### config.mk
export PLATFORM = sky130hd
export DESIGN_NAME = heap_sort_engine
export DESIGN_NICKNAME = d
export VERILOG_FILES = /design/src/rtl/hse_pkg.sv /design/src/rtl/hse_ram.sv /design/src/rtl/hse_core.sv /design/src/rtl/heap_sort_engine.sv
export VERILOG_INCLUDE_DIRS = /design/src /design/src/rtl
export SDC_FILE = /design/constraint.sdc
export NUM_CORES = 2
export LEC_CHECK = 0
export BUFFER_PORTS_ARGS = -buffer_cell sky130_fd_sc_hd__buf_4
export CORE_MARGIN = 4
export CORE_UTILIZATION = 56
export DETAILED_ROUTE_END_ITERATION = 16
export PLACE_DENSITY = 0.72
export SLEW_MARGIN = 20
export SYNTH_ARGS = -nofsm -noshare
export SYNTH_HDL_FRONTEND = slang
export SYNTH_SLANG_ARGS = --single-unit
### constraint.sdc
create_clock -name clk_i -period 19.55 [get_ports clk_i]
set_clock_uncertainty 0.15 [all_clocks]
set_input_delay 3.91 -clock clk_i [delete_from_list [all_inputs] [get_ports clk_i]]
set_output_delay 3.91 -clock clk_i [all_outputs]
set_load 0.02 [all_outputs]
### src/rtl/assert_macros.svh
// Assertion macros used by the heap sort engine RTL.
// Self-contained; the including module supplies clk_i and rst_ni.
`ifndef ASSERT_MACROS_SVH
`define ASSERT_MACROS_SVH

`ifndef SYNTH

// Checks that an expression holds at every clock edge outside reset.
`define HSE_ASSERT(lbl, expr) \
  lbl: assert property (@(posedge clk_i) disable iff (!rst_ni) (expr)) \
    else $error("assertion failed");

// Checks that a property holds at every clock edge outside reset.
`define HSE_ASSERT_PROP(lbl, prop) \
  lbl: assert property (@(posedge clk_i) disable iff (!rst_ni) prop) \
    else $error("assertion failed");

`else

`define HSE_ASSERT(lbl, expr)
`define HSE_ASSERT_PROP(lbl, prop)

`endif

`endif

### src/rtl/hse_pkg.sv
// Package for the heap sort engine: sizes, transaction types and sequencer states.
// No dependencies.
`default_nettype none

package hse_pkg;

  // Heap capacity and element width.
  localparam int unsigned CAPACITY   = 64;
  localparam int unsigned DATA_WIDTH = 32;

  // Heap index width and element count width (holds CAPACITY itself).
  localparam int unsigned ADDR_W = $clog2(CAPACITY);
  localparam int unsigned CNT_W  = ADDR_W + 1;

  // One input transaction.
  typedef struct packed {
    logic signed [DATA_WIDTH-1:0] value;
    logic                         carries_value;
    logic                         last;
  } in_t;

  // One result transaction.
  typedef struct packed {
    logic signed [DATA_WIDTH-1:0] sorted_value;
    logic                         final_res;
    logic                         empty_res;
    logic                         overflow;
  } out_t;

  // Sequencer states.
  typedef enum logic [3:0] {
    S_IDLE,
    S_UP_RD,
    S_UP_CMP,
    S_UP_FIN,
    S_POP_RD0,
    S_POP_TOP,
    S_POP_MOV,
    S_DN_CHK,
    S_DN_C0,
    S_DN_C1,
    S_DN_DEC,
    S_EMIT
  } state_e;

endpackage

`default_nettype wire

### src/rtl/hse_ram.sv
// Generic single-write, single-read RAM with a registered read port.
// No dependencies.
`default_nettype none

module hse_ram #(
  parameter int unsigned DEPTH = 64,
  parameter int unsigned WIDTH = 32,
  localparam int unsigned AW   = $clog2(DEPTH)
) (
  input  wire logic             clk_i,
  input  wire logic             we_i,
  input  wire logic [AW-1:0]    waddr_i,
  input  wire logic [WIDTH-1:0] wdata_i,
  input  wire logic [AW-1:0]    raddr_i,
  output logic      [WIDTH-1:0] rdata_o
);

  logic [WIDTH-1:0] mem_q [DEPTH];

  // Write port.
  always_ff @(posedge clk_i) begin
    if (we_i) begin
      mem_q[waddr_i] <= wdata_i;
    end
  end

  // Registered read port.
  always_ff @(posedge clk_i) begin
    rdata_o <= mem_q[raddr_i];
  end

endmodule

`default_nettype wire

### src/rtl/hse_core.sv
// Heap sequencer: sift-up on insert, sift-down on pop, with one shared comparator.
// Depends on hse_pkg, hse_ram and assert_macros.svh.
`default_nettype none
`include "assert_macros.svh"

module hse_core import hse_pkg::*; (
  input  wire logic clk_i,
  input  wire logic rst_ni,
  input  wire logic in_valid_i,
  output logic      in_stall_o,
  input  wire in_t  in_data_i,
  output logic      res_valid_o,
  input  wire logic res_ready_i,
  output out_t      res_o
);

  state_e state_q, state_d;

  logic [CNT_W-1:0]      cnt_q, cnt_d;
  logic                  dropped_q, dropped_d;
  logic                  last_q, last_d;
  logic                  empty_q, empty_d;
  logic [ADDR_W-1:0]     pos_q, pos_d;
  logic [ADDR_W-1:0]     idx_q, idx_d;
  logic [DATA_WIDTH-1:0] v_q, v_d;
  logic [DATA_WIDTH-1:0] top_q, top_d;
  logic [DATA_WIDTH-1:0] moved_q, moved_d;
  logic [DATA_WIDTH-1:0] best_q, best_d;

  logic                  ram_we;
  logic [ADDR_W-1:0]     ram_waddr, ram_raddr;
  logic [DATA_WIDTH-1:0] ram_wdata, ram_rdata;

  logic [DATA_WIDTH-1:0] cmp_a, cmp_b;
  logic                  cmp_lt;
  logic [ADDR_W-1:0]     parent;
  logic [CNT_W-1:0]      child, sib, cnt_m1;
  logic                  child_lt_cnt, sib_lt_cnt, cnt_full, ins_ok;

  // Heap storage.
  hse_ram #(
    .DEPTH(CAPACITY),
    .WIDTH(DATA_WIDTH)
  ) u_ram (
    .clk_i  (clk_i),
    .we_i   (ram_we),
    .waddr_i(ram_waddr),
    .wdata_i(ram_wdata),
    .raddr_i(ram_raddr),
    .rdata_o(ram_rdata)
  );

  // Index arithmetic for the heap tree.
  assign parent       = (pos_q - ADDR_W'(1)) >> 1;
  assign child        = {pos_q, 1'b1};
  assign sib          = child + CNT_W'(1);
  assign cnt_m1       = cnt_q - CNT_W'(1);
  assign child_lt_cnt = child < cnt_q;
  assign sib_lt_cnt   = sib < cnt_q;
  assign cnt_full     = cnt_q == CNT_W'(CAPACITY);
  assign ins_ok       = in_data_i.carries_value && !cnt_full;

  // The one shared signed comparator; operands depend on the step.
  always_comb begin
    case (state_q)
      S_UP_CMP: begin
        cmp_a = v_q;
        cmp_b = ram_rdata;
      end
      S_DN_C1: begin
        cmp_a = ram_rdata;
        cmp_b = best_q;
      end
      default: begin
        cmp_a = best_q;
        cmp_b = moved_q;
      end
    endcase
  end
  assign cmp_lt = $signed(cmp_a) < $signed(cmp_b);

  // Next-state logic.
  always_comb begin
    state_d = state_q;
    case (state_q)
      S_IDLE: begin
        if (in_valid_i) begin
          if (ins_ok) begin
            state_d = (cnt_q == '0) ? S_UP_FIN : S_UP_RD;
          end else if (in_data_i.last) begin
            state_d = (cnt_q == '0) ? S_EMIT : S_POP_RD0;
          end
        end
      end
      S_UP_RD:   state_d = S_UP_CMP;
      S_UP_CMP: begin
        if (cmp_lt) begin
          state_d = (parent == '0) ? S_UP_FIN : S_UP_RD;
        end else begin
          state_d = last_q ? S_POP_RD0 : S_IDLE;
        end
      end
      S_UP_FIN:  state_d = last_q ? S_POP_RD0 : S_IDLE;
      S_POP_RD0: state_d = S_POP_TOP;
      S_POP_TOP: state_d = (cnt_q == CNT_W'(1)) ? S_EMIT : S_POP_MOV;
      S_POP_MOV: state_d = S_DN_CHK;
      S_DN_CHK:  state_d = child_lt_cnt ? S_DN_C0 : S_EMIT;
      S_DN_C0:   state_d = sib_lt_cnt ? S_DN_C1 : S_DN_DEC;
      S_DN_C1:   state_d = S_DN_DEC;
      S_DN_DEC:  state_d = cmp_lt ? S_DN_CHK : S_EMIT;
      S_EMIT: begin
        if (res_ready_i) begin
          state_d = (cnt_q == '0) ? S_IDLE : S_POP_RD0;
        end
      end
      default:   state_d = S_IDLE;
    endcase
  end

  // Datapath, memory port and handshake outputs.
  always_comb begin
    cnt_d     = cnt_q;
    dropped_d = dropped_q;
    last_d    = last_q;
    empty_d   = empty_q;
    pos_d     = pos_q;
    idx_d     = idx_q;
    v_d       = v_q;
    top_d     = top_q;
    moved_d   = moved_q;
    best_d    = best_q;
    ram_we    = 1'b0;
    ram_waddr = pos_q;
    ram_wdata = v_q;
    ram_raddr = parent;
    in_stall_o  = 1'b1;
    res_valid_o = 1'b0;
    case (state_q)
      S_IDLE: begin
        in_stall_o = 1'b0;
        if (in_valid_i) begin
          last_d  = in_data_i.last;
          empty_d = in_data_i.last && !in_data_i.carries_value && (cnt_q == '0);
          if (in_data_i.carries_value && cnt_full) begin
            dropped_d = 1'b1;
          end
          if (ins_ok) begin
            v_d   = in_data_i.value;
            pos_d = cnt_q[ADDR_W-1:0];
            cnt_d = cnt_q + CNT_W'(1);
          end
        end
      end
      S_UP_CMP: begin
        ram_we = 1'b1;
        if (cmp_lt) begin
          ram_wdata = ram_rdata;
          pos_d     = parent;
        end
      end
      S_UP_FIN: ram_we = 1'b1;
      S_POP_RD0: ram_raddr = '0;
      S_POP_TOP: begin
        top_d     = ram_rdata;
        cnt_d     = cnt_m1;
        ram_raddr = cnt_m1[ADDR_W-1:0];
      end
      S_POP_MOV: begin
        moved_d = ram_rdata;
        pos_d   = '0;
      end
      S_DN_CHK: begin
        ram_raddr = child[ADDR_W-1:0];
        if (!child_lt_cnt) begin
          ram_we    = 1'b1;
          ram_wdata = moved_q;
        end
      end
      S_DN_C0: begin
        best_d    = ram_rdata;
        idx_d     = child[ADDR_W-1:0];
        ram_raddr = sib[ADDR_W-1:0];
      end
      S_DN_C1: begin
        if (cmp_lt) begin
          best_d = ram_rdata;
          idx_d  = sib[ADDR_W-1:0];
        end
      end
      S_DN_DEC: begin
        ram_we = 1'b1;
        if (cmp_lt) begin
          ram_wdata = best_q;
          pos_d     = idx_q;
        end else begin
          ram_wdata = moved_q;
        end
      end
      S_EMIT: begin
        res_valid_o = 1'b1;
        if (res_ready_i && (cnt_q == '0)) begin
          dropped_d = 1'b0;
          empty_d   = 1'b0;
        end
      end
      default: ;
    endcase
  end

  // Result transaction built from the popped value and the run flags.
  assign res_o.sorted_value = empty_q ? '0 : top_q;
  assign res_o.final_res    = cnt_q == '0;
  assign res_o.empty_res    = empty_q;
  assign res_o.overflow     = dropped_q;

  // Control registers.
  always_ff @(posedge clk_i or negedge rst_ni) begin
    if (!rst_ni) begin
      state_q   <= S_IDLE;
      cnt_q     <= '0;
      dropped_q <= 1'b0;
      last_q    <= 1'b0;
      empty_q   <= 1'b0;
    end else begin
      state_q   <= state_d;
      cnt_q     <= cnt_d;
      dropped_q <= dropped_d;
      last_q    <= last_d;
      empty_q   <= empty_d;
    end
  end

  // Payload registers.
  always_ff @(posedge clk_i) begin
    pos_q   <= pos_d;
    idx_q   <= idx_d;
    v_q     <= v_d;
    top_q   <= top_d;
    moved_q <= moved_d;
    best_q  <= best_d;
  end

  // The element count never passes the heap capacity.
  `HSE_ASSERT(a_cnt_bound, cnt_q <= CNT_W'(CAPACITY))
  // An empty result is only given when nothing is stored.
  `HSE_ASSERT_PROP(a_empty_cnt, (res_valid_o && empty_q) |-> (cnt_q == '0))
  // The sift-down position always lies inside the live heap.
  `HSE_ASSERT_PROP(a_dn_pos, (state_q == S_DN_CHK) |-> ({1'b0, pos_q} < cnt_q))
  // Delivering the final result ends the run with the drop flag cleared.
  `HSE_ASSERT_PROP(a_run_end,
      (res_valid_o && res_ready_i && res_o.final_res) |=> (state_q == S_IDLE && !dropped_q))

endmodule

`default_nettype wire

### src/rtl/heap_sort_engine.sv
// Top level of the heap sort engine: heap sequencer plus the result output register.
// Depends on hse_pkg and hse_core.
//
// Usage: values arrive on the input channel (in_valid_i, in_stall_o, in_data_i),
// one per transaction, with carries_value set when the value field holds an
// element. A transaction with last set closes the data set; the engine then
// sends every stored value in ascending order on the output channel
// (out_valid_o, out_stall_i, out_data_o), with final_res set on the last one.
// A data set with no values gives one result with empty_res set. Values that
// arrive once 64 are stored are dropped, and every result of that run shows
// overflow. An insert compares the new value with each parent in turn, moving
// each larger parent down a level, and writes the value where it settles. Each
// pop reads the root and the last element, then sifts that element down past
// each smaller child. All of this runs on one comparator and a single-read-port
// heap RAM with registered read data. Each result passes through the output
// register. The input is stalled while an insert or the drain is in progress.
// When the receiver stalls, the result waits in the output register and the
// drain pauses until that register frees up. Reset empties the heap and
// clears the drop flag; the RAM contents need no clearing.
`default_nettype none

module heap_sort_engine import hse_pkg::*; (
  input  wire logic clk_i,
  input  wire logic rst_ni,
  input  wire logic in_valid_i,
  output logic      in_stall_o,
  input  wire in_t  in_data_i,
  output logic      out_valid_o,
  input  wire logic out_stall_i,
  output out_t      out_data_o
);

  logic out_valid_q, out_valid_d;
  out_t out_data_q;
  logic res_valid, res_ready;
  out_t res;

  // Heap sequencer.
  hse_core u_core (
    .clk_i      (clk_i),
    .rst_ni     (rst_ni),
    .in_valid_i (in_valid_i),
    .in_stall_o (in_stall_o),
    .in_data_i  (in_data_i),
    .res_valid_o(res_valid),
    .res_ready_i(res_ready),
    .res_o      (res)
  );

  // The output register takes a new result when empty or being drained.
  assign res_ready = !out_valid_q || !out_stall_i;

  always_comb begin
    out_valid_d = out_valid_q;
    if (res_valid && res_ready) begin
      out_valid_d = 1'b1;
    end else if (!out_stall_i) begin
      out_valid_d = 1'b0;
    end
  end

  always_ff @(posedge clk_i or negedge rst_ni) begin
    if (!rst_ni) begin
      out_valid_q <= 1'b0;
    end else begin
      out_valid_q <= out_valid_d;
    end
  end

  always_ff @(posedge clk_i) begin
    if (res_valid && res_ready) begin
      out_data_q <= res;
    end
  end

  assign out_valid_o = out_valid_q;
  assign out_data_o  = out_data_q;

endmodule

`default_nettype wire
Word-level counts from Yosys, hierarchy flattened
Memory sizes are Yosys's and may differ from the RTL's. A register that Yosys moved wholly into a read port is not among the register bits.
Index checks and enable logic that the tools add are counted.
W data, S select, Z words.
Storage, ports and cells
  bits of input ports: 38
  word-level logic and storage cells: 122
  bits in writable memories: 2048
  register bits after elaboration: 190
  memories kept: 1
  output and inout bits: 37
Memory list
  u_core.u_ram.mem_q: words 64, width 32, rd ports 1, clocked after Yosys merged registers in 1, write ports 1, RTL line hse_ram.sv:18  | logic [WIDTH-1:0] mem_q [DEPTH];
Cells by class
  $add $sub $neg: 4
  magnitude comparators: 3
  eq/ne operators: 23
  reductions and logical operators: 27
  muxes and demuxes: 48
Operators by type and width (count)
  $pmux W32 S2: 3
  $mux W32: 4
  $pmux W32 S3: 1
  $pmux W4 S12: 1
  $pmux W6 S4: 2
  $lt A32 B32 Y1: 1
  $mux W4: 8
  $mux W6: 5
  $eq A4 B3 Y1 const B: 4
  $eq A4 B4 Y1 const B: 4
  $add A7 B1 Y7 const B: 2
  $lt A7 B7 Y1: 2
  $mux W7: 2
  $ne A2 B1 Y1 const B: 7
  $pmux W7 S2: 1
  $pmux W6 S2: 1
  $reduce_and A3 Y1: 4
  $mux W1: 11
  $eq A4 B2 Y1 const B: 2
  $mux W2: 4
  $eq A7 B1 Y1 const B: 1
  $eq A7 B7 Y1 const B: 1
  $logic_not A7 Y1: 1
  $sub A7 B1 Y7 const B: 1
  17 further kinds: 32

Depth between registers and ports, before layout
  word-level depth: 6
  depth in mapped cells: 20

Modules after synthesis
From an unflattened synthesis, not the netlist that was laid out.
Unflattened totals
  cell total of the unflattened synthesis: 4231
  area total of the unflattened synthesis: 88625.0 µm²
By module, submodules not included
  hse_ram: cells each 3324, area each 78515.3 µm², times used 1
  hse_core: cells each 868, area each 9011.1 µm², times used 1
  heap_sort_engine: cells each 39, area each 1098.6 µm², times used 1

Worst setup path before layout
Ideal clock, no wire load.
  path type: reg2reg
  from: register u_core.state_q[2]
  to: register u_core.best_q[0] (enable)
  cell stages (with the launch flop): 17
  period minus slack after synthesis: 6.787 ns
  arrival: 6.146 ns
  setup time: 0.491 ns
  slack: 12.763 ns
  required time: 18.909 ns
  cells stage by stage: dfrtp_1 -> buf_2 -> buf_4 -> nor4b_2 -> clkbuf_1 -> buf_1 -> a22o_1 -> a21oi_1 -> ha_1 -> a21o_1 -> a21o_1 -> a21oi_1 -> o22ai_1 -> or2_2 -> a22o_1 -> clkbuf_1 -> a211oi_1
Between the ends
  longest elaborated chain between the ends: 5
  elaborated cells on any way between the ends: 9
Ends and longest elaborated chain
  start, declared: RTL line hse_core.sv:17  | state_e state_q, state_d;
  start signal, assigned: RTL line hse_core.sv:225  | state_q <= state_d;
  $eq A4 B4 Y1 / $eq A4 B2 Y1 (equally long branches): RTL line hse_core.sv:65, hse_core.sv:138
  $pmux W32 S2: RTL line hse_core.sv:65  | case (state_q)
  $lt A32 B32 Y1: RTL line hse_core.sv:80  | assign cmp_lt = $signed(cmp_a) < $signed(cmp_b);
  $ne A2 B1 Y1 (no source line)
  $reduce_and A2 Y1 (no source line) *
  end signal, assigned: RTL line hse_core.sv:240  | best_q <= best_d;
  end, declared: RTL line hse_core.sv:28  | logic [DATA_WIDTH-1:0] best_q, best_d;
Mark *: on every way between the ends. The rest lies on a longest branch, timed or not.
A chain may end at the register's enable or synchronous reset.

Final worst setup path
  from: register u_core.pos_q[0]
  to: register u_core.u_ram.rdata_o[31], read port of u_core.u_ram.mem_q
Between the ends
  longest elaborated chain between the ends: 2
  elaborated cells on any way between the ends: 3
Ends and longest elaborated chain
  start, declared: RTL line hse_core.sv:23  | logic [ADDR_W-1:0] pos_q, pos_d;
  start signal, assigned: RTL line hse_core.sv:235  | pos_q <= pos_d;
  $add A7 B1 Y7 / $sub A6 B1 Y6 (equally long branches): RTL line hse_core.sv:56, hse_core.sv:54
  $pmux W6 S4 *: RTL line hse_core.sv:138  | case (state_q)
  end, declared: RTL line hse_ram.sv:15  | output logic [WIDTH-1:0] rdata_o
Marked as above.

==> results.md <==
- Outcome: finished clean
- Iter 0 DRT Violations: 10900
- Total global routing overflow: 0
- Hold EP: out_data_o[0]$_DFFE_PP_
- Hold WC Path Type: register to register
- # hold bufs at CTS: 0
- H-Tree Depth: 4
- Die width: 413 um
- Total Routing Usage GR: 30.8%
- Final setup fails: 0
- Share of synthesized registers carrying an async set or reset: 0.661%
- Relative slew slack: 22.6%
- I/O Buffers: 74
- Final Hold Viols: 0
- Crit path buf inv count: 5
- CP Class: register to register
- Final Max Slew Viols: 0
- Remaining DRCs: 0
- First-pass GRT wire length: 384 mm
- Seq/Total Area, Yosys: 73.7%
- Crit path largest cell delay: 0.88 ns
- WHS Path Cells: 0
- Total negative setup slack: 0 ns
- Post-synth EDFFs: 2223
- Clock Tree Root: clkbuf_16
- Largest family of logic cells by synthesized area: simple AND/OR/NAND/NOR gates
- Pre-antenna DRT Iters: 9
- Max-Cap Viols: 0
- Worst Tran Pin Value: 1.16 ns
- Crit. End Element: register
- Net Count, Synth: 7293
- Most frequent cell on the critical path: buf_4
- Clock Pin Slew Worst Setup and Hold Paths: 0.06 ns
- Fmax: 135 MHz
- Reg2reg setup slack: 12.13 ns
- Post-CTS Setup Inserts: 0
- Worst hold margin: 0.321 ns
- Final worst-path cycle share: 37.9%
- Layout cells sized above 1: 9.28%
- Ports: 75
- Ordered list of cells on the worst path: inv_1, ha_1, a22oi_2, and2_4, buf_4, buf_4, buf_4, buf_4, nand2_1, nand3_1, nand2_1, o22ai_1, nor3_1, a221oi_1
- Setup crit start: u_core.pos_q[0]$_DFFE_PP_
- Fin util: 62.4%
- Site row count: 148
- Critical path data required time: 20.14 ns
- Simple logic cell fraction of the synthesized area: 16.3%
- Vias/cell: 6.45
- Clock Path Buffers: 3
- CTS sink cnt: 2270
- R2R depth: 14
- Post-Place Cells: 9114
- Synthesized area: 0.0920 mm^2
- Slowest-stage cell, CP: buf_4
- Synth Area in XOR/XNOR: 0.200%
- Total CTS buffers: 214
- Worst Path Max Fanout: 86
- Die Ht: 413 um
- Post-synth top flop: edfxtp_1
- DPL Wire Length: 134 mm
- Post-synthesis instance total: 7207
- Routability cong.: 0.924
- Largest net degree at the start of global routing: 209
- Die footprint: 0.171 mm^2
- Crit path launch type: register
- R2R Path End: u_core.u_ram.rdata_o[31]$_DFF_P_
- Routed Antenna Nets: 0
- Vias in the first global route: 57100
- Unrepaired setup endpoints after global routing: false
- Post-CTS sizing: 0
- Worst-Skew Late Latency: 0.85 ns
- Layout area overhead: 10.5%
- Synth Area in Adders: 0.653%
- Mux contribution to synthesized area: 0.329%
- Period minus WS final: 7.42 ns
- Compound-Gate Fraction of Synth Area: 6.34%
- Layout Nets: 7241
- Critical R2R Launch: u_core.pos_q[0]$_DFFE_PP_
- Yosys reg bits: 2270
- WL per Instance: 28.1 um
- Hold_sp: u_core.dropped_q$_DFFE_PN0P_
- Initial antenna violation count: 6
- Syn avg cell area: 12.8 um^2
- Starting Density: 56.5%
- Post-Layout Cell Count: 9514
- Worst Path Arrival: 8.00 ns
- CTS tree: done
- Top delay family on crit path: buffers and inverters
- Yosys Warn Count: 0
- Core area: 0.163 mm^2
- Total vias in the final route: 61400
- Count of different cell masters after synthesis: 85
- Total wire length: 267 mm
-- worst register-to-register path, stage by stage (launching register included) --
cell	delay, ns
edfxtp_1	0.62
inv_1	0.27
ha_1	0.47
a22oi_2	0.69
and2_4	0.70
buf_4	0.85
buf_4	0.93
buf_4	0.90
buf_4	0.75
nand2_1	0.15
nand3_1	0.11
nand2_1	0.10
o22ai_1	0.24
nor3_1	0.11
a221oi_1	0.29
-- logic make-up after synthesis --
group                      count (synthesis)
buffers and inverters                    495
muxes                                     15
AOI/OAI and AO/OA                        855
DFF                                     2270
adders and majority gates                 48
xor gates and xnor gates                  21
and+or+nand+nor                         3503
-- cell type report --
class                           instances  area [um^2]
Tap cell                             2175         2720
Fill cell                           11800        61300
Clock inverter                        103          817
Antenna cell                            3         7.51
Multi-Input combinational cell       4442        22700
Sequential cell                      2270        67800
Inverter                               19         71.3
Clock buffer                          294         5900
Timing Repair Buffer                  208         1650
-- worst max path at each step --
stage / to / slack [ns] / depth (start not counted)
global route: u_core.u_ram.rdata_o[31]$_DFF_P_ / 11.79 / 14
global placement: u_core.u_ram.rdata_o[31]$_DFF_P_ / 12.47 / 14
finish: u_core.u_ram.rdata_o[31]$_DFF_P_ / 12.13 / 14
detailed placement: u_core.u_ram.rdata_o[31]$_DFF_P_ / 12.33 / 14
CTS: u_core.u_ram.rdata_o[31]$_DFF_P_ / 12.28 / 14
floorplan: u_core.best_q[0]$_DFFE_PP_ / 12.76 / 16
-- Yosys cell counts, types with 7 or more instances --
cell type | count | share of area, %
nand2_1 | 2292 | 9.3
edfxtp_1 | 2223 | 73
nand3_1 | 762 | 4.1
a21oi_1 | 281 | 1.5
buf_2 | 200 | 1.1
clkbuf_1 | 199 | 0.81
a311oi_1 | 135 | 1.3
and3_1 | 133 | 0.90
o21ai_0 | 133 | 0.72
nor2_1 | 87 | 0.35
nor3_1 | 78 | 0.42
o22ai_1 | 64 | 0.44
nand4_1 | 50 | 0.34
ha_1 | 48 | 0.65
a22oi_1 | 37 | 0.30
nor2b_1 | 37 | 0.25
a22o_1 | 35 | 0.33
buf_1 | 32 | 0.13
dfxtp_1 | 32 | 0.70
a222oi_1 | 31 | 0.34
buf_4 | 31 | 0.25
a221oi_2 | 19 | 0.31
inv_1 | 19 | 0.078
a31oi_1 | 18 | 0.12
a211oi_1 | 17 | 0.14
xnor2_1 | 17 | 0.16
a21o_1 | 15 | 0.12
dfrtp_1 | 15 | 0.41
buf_6 | 14 | 0.17
mux4_2 | 12 | 0.29
o21a_1 | 9 | 0.073
a21boi_0 | 8 | 0.065
a221oi_1 | 8 | 0.076
or3_1 | 8 | 0.054
or2_2 | 7 | 0.048
-- cell usage in the layout, fill, tap and decap left out, types with 32 or more instances in the layout --
master     synthesis  layout
clkbuf_1         199      63
and3_1           133     133
nor2_4             2      54
nand2_1         2292    2261
clkbuf_16          0     221
o22ai_1           64      64
nor2b_1           37      37
a21oi_1          281     280
buf_4             31     201
ha_1              48      48
a22o_1            35      34
dfxtp_1           32      32
clkinv_1           0      40
nor2_1            87      35
nand3_1          762     762
nor3_1            78      60
clkinv_2           0      42
a311oi_1         135     135
a22oi_1           37      36
o21ai_0          133     132
edfxtp_1        2223    2223
nand4_1           50      50
-- state kept, by name, indices dropped and copies added, names as in the netlist, 4 cells and up --
name / cells
u_core.u_ram.mem_q: 2048
out_data_o: 35
u_core.best_q: 32
u_core.moved_q: 32
u_core.top_q: 32
u_core.u_ram.rdata_o: 32
u_core.v_q: 32
u_core.cnt_q: 7
u_core.idx_q: 6
u_core.pos_q: 6
u_core.state_q: 4
-- routing by layer --
| layer | global-route usage, % | share of wire (%) | up-vias |
|---|---|---|---|
| met1 | 43.8 | 37 | 30200 |
| met4 | 12.7 | 4.4 | 4 |
| met2 | 46.7 | 45 | 4303 |
| li1 | - | - | 26300 |
| met3 | 6.54 | 13 | 655 |
| met5 | 0 | 0.0082 | - |
-- through the flow --
stage | cell area (um^2) | setup slack [ns]
2_1_floorplan | 92000 | 12.76
3_3_place_gp | 94800 | 12.47
3_5_place_dp | 94800 | 12.33
4_1_cts | 102000 | 12.28
5_1_grt | 102000 | 11.79
6_report | 102000 | 12.13
Power is left out: the tool's default activity adds up to more than one toggle a clock period on the data nets, which glitch-free logic cannot reach.
